--- config.mk ---
export PLATFORM = sky130hd
export DESIGN_NAME = mcl_ctrl
export DESIGN_NICKNAME = d
export VERILOG_FILES = /design/src/hw/rtl/mcl_pkg.sv /design/src/hw/rtl/mcl_ctrl.sv
export SDC_FILE = /design/constraint.sdc
export NUM_CORES = 1
export LEC_CHECK = 0
export BUFFER_PORTS_ARGS = -buffer_cell sky130_fd_sc_hd__buf_2
export CAP_MARGIN = 20
export CORE_MARGIN = 10
export CORE_UTILIZATION = 52
export CTS_BUF_LIST = sky130_fd_sc_hd__clkbuf_8
export CTS_CLUSTER_DIAMETER = 80
export DETAILED_ROUTE_END_ITERATION = 7
export PLACE_DENSITY = 0.82
export SYNTH_ARGS = -nofsm -noshare
export SYNTH_HDL_FRONTEND = slang
export SYNTH_SLANG_ARGS = --single-unit
--- constraint.sdc ---
create_clock -name clock -period 2.45 [get_ports clock]
set_input_delay 0.245 -clock clock [delete_from_list [all_inputs] [get_ports clock]]
set_output_delay 0.245 -clock clock [all_outputs]
set_load 0.01 [all_outputs]
--- src/hw/rtl/mcl_pkg.sv ---
package mcl_pkg;

   // input item kinds, carried in req_tuser
   typedef enum logic [1:0] {
      FUNC_WEIGHT  = 2'd0,
      FUNC_BIAS    = 2'd1,
      FUNC_SAMPLE  = 2'd2,
      FUNC_COMPUTE = 2'd3
   } func_type;

   // result status, carried in rsp_tuser
   localparam logic [1:0] STAT_OK      = 2'd0;
   localparam logic [1:0] STAT_BAD_CFG = 2'd1;
   localparam logic [1:0] STAT_OUTSIDE = 2'd2;

   // configuration register indexes
   localparam logic [2:0] CSR_MAP_WIDTH      = 3'd0;
   localparam logic [2:0] CSR_MAP_HEIGHT     = 3'd1;
   localparam logic [2:0] CSR_KERNEL_SIZE    = 3'd2;
   localparam logic [2:0] CSR_STRIDE         = 3'd3;
   localparam logic [2:0] CSR_PAD            = 3'd4;
   localparam logic [2:0] CSR_INPUT_CHANNELS = 3'd5;

   localparam int CSR_IDX_W  = 3;
   localparam int CSR_DATA_W = 6;

   localparam int VALUE_W = 16;
   localparam int SUM_W   = 48;

   // req_tdata layout, lowest bit first
   localparam int OC_LSB    = 0;
   localparam int IC_LSB    = 3;
   localparam int ROW_LSB   = 6;
   localparam int COL_LSB   = 11;
   localparam int TR_LSB    = 16;
   localparam int TC_LSB    = 19;
   localparam int VALUE_LSB = 22;
   localparam int REQ_DATA_W = 40;
   localparam int REQ_USER_W = 2;
   localparam int RSP_DATA_W = 48;
   localparam int RSP_USER_W = 2;

   typedef enum logic [2:0] {
      ST_IDLE,
      ST_SETUP,
      ST_INIT,
      ST_RUN,
      ST_DRAIN1,
      ST_DRAIN2,
      ST_DONE
   } state_type;

   typedef struct packed {
      logic       setup;     // evaluate status, fetch bias
      logic       init;      // preload accumulator
      logic       issue;     // one tap into the MAC pipeline
      logic       load_out;  // move accumulator into output register
      logic [3:0] tap_c;
      logic [2:0] tap_i;
      logic [2:0] tap_j;
   } ctrl_cmd_type;

   typedef struct packed {
      logic       err;       // status not ok
      logic       skip;      // nothing to accumulate
      logic [3:0] nch;
      logic [2:0] kend;
      logic       out_busy;
   } dp_stat_type;

endpackage

--- src/hw/rtl/mcl_ctrl.sv ---
module mcl_ctrl
   import mcl_pkg::*;
(
   input  logic                  clock,
   input  logic                  reset,
   input  logic                  req_tvalid,
   input  logic [REQ_USER_W-1:0] req_tuser,
   output logic                  req_tready,
   input  logic                  rsp_tready,
   input  dp_stat_type           stat,
   output ctrl_cmd_type          cmd
);

   state_type  state_ff, state_in;
   logic [3:0] c_ff, c_in;
   logic [2:0] i_ff, i_in;
   logic [2:0] j_ff, j_in;
   logic       last_j, last_i, last_c;

   always_ff @(posedge clock) begin
      if (reset) begin
         state_ff <= ST_IDLE;
         c_ff     <= '0;
         i_ff     <= '0;
         j_ff     <= '0;
      end else begin
         state_ff <= state_in;
         c_ff     <= c_in;
         i_ff     <= i_in;
         j_ff     <= j_in;
      end
   end

   assign last_j = (j_ff == stat.kend - 3'd1);
   assign last_i = (i_ff == stat.kend - 3'd1);
   assign last_c = (c_ff == stat.nch - 4'd1);

   always_comb begin
      state_in   = state_ff;
      c_in       = c_ff;
      i_in       = i_ff;
      j_in       = j_ff;
      req_tready = 1'b0;
      cmd        = '0;
      cmd.tap_c  = c_ff;
      cmd.tap_i  = i_ff;
      cmd.tap_j  = j_ff;
      case (state_ff)
         ST_IDLE: begin
            req_tready = 1'b1;
            if (req_tvalid && func_type'(req_tuser) == FUNC_COMPUTE) begin
               state_in = ST_SETUP;
            end
         end
         ST_SETUP: begin
            cmd.setup = 1'b1;
            state_in  = ST_INIT;
         end
         ST_INIT: begin
            cmd.init = 1'b1;
            c_in     = '0;
            i_in     = '0;
            j_in     = '0;
            state_in = (stat.err || stat.skip) ? ST_DONE : ST_RUN;
         end
         ST_RUN: begin
            cmd.issue = 1'b1;
            if (!last_j) begin
               j_in = j_ff + 3'd1;
            end else begin
               j_in = '0;
               if (!last_i) begin
                  i_in = i_ff + 3'd1;
               end else begin
                  i_in = '0;
                  c_in = c_ff + 4'd1;
                  if (last_c) begin
                     state_in = ST_DRAIN1;
                  end
               end
            end
         end
         ST_DRAIN1: state_in = ST_DRAIN2;
         ST_DRAIN2: state_in = ST_DONE;
         ST_DONE: begin
            if (!stat.out_busy || rsp_tready) begin
               cmd.load_out = 1'b1;
               state_in     = ST_IDLE;
            end
         end
         default: state_in = ST_IDLE;
      endcase
   end

endmodule

Word-level counts from Yosys, hierarchy flattened
Index checks and enable logic that the tools add are counted.
{ "totals": {"latchBits": 0, "out_inout_bits": 15, "word_cells": 54, "register_bits": 13, "ram_bits": 0, "inputBits": 16, "mem_count": 0, "romBits": 0} }
{ "classes": {"multipliers": 0, "n_div": 0, "eq_ne": 15, "n_bitwise": 0, "add_sub_neg": 5, "n_reduce_logical": 9, "shifts": 0, "order_cmp": 0, "n_mux": 21} }
{ "op_table": {"columns": ["cell", "count"], "rows": [
  ["$mux 3", 9],
  ["$pmux 3 s7", 1],
  ["$pmux 3 s2", 2],
  ["$ne 2x2->1 const B", 5],
  ["$eq 3x3->1 const B", 3],
  ["$mux 4", 2],
  ["$pmux 4 s2", 1],
  ["$add 3x1->3 const B", 2],
  ["$eq 3x2->1 const B", 2],
  ["$eq 3x3->1", 2],
  ["$mux 1", 6],
  ["$reduce_and 5->1", 1],
  ["$add 4x1->4 const B", 1],
  ["$eq 4x4->1", 1],
  ["$sub 4x1->4 const B", 1],
  ["$eq 3x1->1 const B", 1],
  ["$logic_not 3->1", 1],
  ["$reduce_and 3->1", 1],
  ["$sub 3x1->3 const B", 1],
  ["$eq 2x2->1 const B", 1],
  ["$logic_or 1x1->1", 2],
  ["$reduce_and 2->1", 1],
  ["$reduce_bool 2->1", 1],
  ["$logic_and 1x1->1", 1],
  ["$logic_not 1->1", 1]
]} }

Longest topological paths before layout
{ "depth": {"depth_word": 6, "depth_mapped": 7, "depth_no_buf": 6} }

Least setup slack after synthesis
Ideal clock, no wire load.
{ "synth_timing": {"path_type": "reg2reg", "from": "register j_ff[2]", "to": "register c_ff[3]", "setup_slack_ns": 0.364, "required_ns": 2.376, "path_buffers": 1, "stages_incl_launch_ff": 6, "t_arrival_ns": 2.012, "synth_period_minus_slack_ns": 2.086, "setup_time_ns": 0.074, "cell_sequence": "dfxtp_1 -> xor3_1 -> or3_1 -> buf_2 -> or4b_1 -> a31oi_1"} }
{ "synth_via": {"elab_chain_len": 3} }
{ "synth_rtl": {"columns": ["item", "line", "source"], "rows": [
  ["start: declaration", "mcl_ctrl.sv:17", "logic [2:0] j_ff, j_in;"],
  ["start signal: assignment", "mcl_ctrl.sv:30", "j_ff <= j_in;"],
  ["$eq 3x3->1", "mcl_ctrl.sv:34", "assign last_j = (j_ff == stat.kend - 3'd1);"],
  ["$ne 2x2->1 (no source line)", null, null],
  ["$reduce_and 3->1 (no source line)", null, null],
  ["end signal: assignment", "mcl_ctrl.sv:28", "c_ff <= c_in;"],
  ["end: declaration", "mcl_ctrl.sv:15", "logic [3:0] c_ff, c_in;"]
]} }
Every way passes these cells.
A chain may end at the register's enable or synchronous reset.

Final worst setup path
Ends and elaborated chain as after synthesis.

==> results.toml <==
[yosys]
synth-seq-area-share_pct = 26.2
syn_nets = 139
netlist_area_sq_um = 992
ys.flop_type = "dfxtp_1"
synth_top_family_by_area = "compound AO/OA/AOI/OAI gates"
synthDistinctLibCells = 38
synth_mux_area_share_pct = 1.01
synth_fa_ha_area_share_pct = 6.31
synth_edf_count = 0
avgSynthCellArea_sq_um = 8.41
synthCells = 118
synth-xor-area-share_pct = 14.1
yosys_warnings = 0
synth-simple-area-share_pct = 23.1
synth-compound-area-share_pct = 24.2
ys_seq_elements = 13
async_flop_share_pct = 0

[global_routing]
grt_overflow = 0
grt_pass1_wl_um = 4760
antenna_found_initial = 0
grt_pass1_vias = 1041
grtUsageTotal_pct = 14.1
grt_max_degree = 18

[sta]
final-max-slew-violation-count = 0
setup_violations = 0
rsz0062_at_grt = "false"
whs_ns = 0.356
finalSetupTns_ns = 0
tightest_slew_ns = 0.509
finalCriticalPeriod_ns = 2.18
maxSlewHeadroom_pct = 66.1
skew_ns = 0.00490
fmax_mhz = 459
fin_crit_sh_pct = 89.0
finalHoldViolCount = 0

[die]
start_util_pct = 56.2
die_h_um = 63.7
core.rowCount = 15
die_w_um = 63.7
core_area_sq_mm = 0.00176
ios = 31
die-area_sq_mm = 0.00406

[place]
hpwl_um = 2100
io_buffers = 30
routabilityCongestion = 0.845

[run_status]
outcome = "finished, final reports clean"

[clock_tree]
cts_resized = 0
cts_tree = "done"
root_buffer = "clkbuf_8"
clockBufferDepth = 2
cts_setup_buffers = 0
numClockSinks = 13
numCtsBuffers = 3
cts.hold.buffers_added = 0
clkTransAtPathRegs_ns = 0.06
htree_levels = 1
clk_latency_ns = 0.25

[power]
power.density_mw_per_mm2 = 668
vdd_drop_max_mv = 0.456
p_leak_nw = 0.529
p_total_mw = 0.812

[worst_setup_path]
path_delay_family = "simple AND/OR/NAND/NOR gates"
crit_fanout = 9
arrival_ns = 2.36
crit_buf_inv = 0
cp-start-kind = "register"
crit_cells = 4
r2r_end = "c_ff[3]"
ff2ff_setup_slack_ns = 0.27
reg2reg_depth = 4
crit_path_start = "j_ff[2]"
path_class = "reg -> reg"
path_cells = "xor3_1 -> or3_1 -> or4b_1 -> a31oi_1"
critPathRequiredTime_ns = 2.63
cp-end-kind = "register"
crit_path_end = "c_ff[3]"
r2r-start = "j_ff[2]"
crit_slowest_cell = "or4b_1"
cpPeakStageDelay_ns = 0.57

[layout]
fin_util_pct = 68.9
final_cell_mix = "buf_2 (30), dfxtp_1 (13), nor3_1 (8)"
area_delta_synth_final_pct = 22.4
nNetsFinal = 171
final_common_cell = "buf_2"
antennaDiodeCount = 0
drive_above_1_share_pct = 25.5

[route]
drtAntennaViolNets = 0
post_drt_wl_per_cell_um = 16.0
drtIter0Drc = 36
via_count = 1050
drcViolationCount = 0
wl_um = 2780
viasPerCell = 6.03
first_pass_iters = 4

[worst_hold_path]
holdPathStages = 2
hp-class = "in -> reg"

[run]
maxCapViolCount = 0
[power breakdown]
part           leakage [nW]  switching [mW]  internal, mW  total [mW]
Clock                0.0255          0.0894         0.113       0.202
Combinational         0.398           0.203         0.130       0.333
Sequential            0.105          0.0452         0.231       0.276
[synth_stat cells (3+ instances only)]
| library cell | count | area share (%) |
|---|---|---|
| inv_1 | 7 | 2.6 |
| a31oi_1 | 4 | 2.5 |
| o31ai_1 | 4 | 3.0 |
| clkbuf_1 | 4 | 1.5 |
| nor3_1 | 8 | 4.0 |
| or3_1 | 3 | 1.9 |
| nand2b_1 | 3 | 1.9 |
| ha_1 | 5 | 6.3 |
| nand2_1 | 7 | 2.6 |
| nor2_1 | 5 | 1.9 |
| dfxtp_1 | 13 | 26 |
| o21ai_0 | 4 | 2.0 |
| a21oi_1 | 4 | 2.0 |
| nand3_1 | 4 | 2.0 |
| nand3b_1 | 5 | 3.8 |
| a221oi_1 | 3 | 2.6 |
| xnor2_1 | 6 | 5.3 |
[flip-flops by register name, indices dropped and copies added, names as in the netlist]
| signal | flops |
|---|---|
| j_ff | 3 |
| c_ff | 4 |
| state_ff | 3 |
| i_ff | 3 |
[cell families after synthesis]
logic type	after synthesis
compound gates	33
xor+xnor	11
fa+ha+maj	5
buf+inv	13
flops	13
mux	1
simple gates	42
[through the flow]
stage	cells	instance area, sq um	setup slack, ns
floorplan	118	992	0.364
global placement	170	1170	0.320
detailed placement	170	1170	0.280
CTS	174	1210	0.259
global route	174	1210	0.148
finish	174	1210	0.269
[layout make-up]
| class | count | area [sq um] |
|---|---|---|
| well taps | 25 | 31.3 |
| clock buffers | 3 | 41.3 |
| repair buffers | 32 | 165 |
| inverters | 8 | 30.0 |
| multi-input cells | 92 | 682 |
| clock inverters | 1 | 5.00 |
| fillers | 161 | 549 |
| flip-flops and latches | 13 | 260 |
[worst min path at each step]
stage / from / endpoint
global placement: i_ff[2] / i_ff[2]
finish: reset / j_ff[1]
floorplan: req_tuser[1] / state_ff[1]
detailed placement: i_ff[2] / i_ff[2]
global route: req_tuser[1] / state_ff[1]
CTS: reset / j_ff[1]
[layer usage]
| layer | up-vias | track usage [%] | share of wire (%) |
|---|---|---|---|
| met5 | - | 0 | 0 |
| met4 | 0 | 7.38 | 2.0 |
| met3 | 5 | 3.89 | 6.9 |
| met2 | 36 | 22.6 | 49 |
| met1 | 494 | 16.6 | 42 |
| li1 | 515 | - | - |
Note: power is estimated with default switching activity, not from simulation.
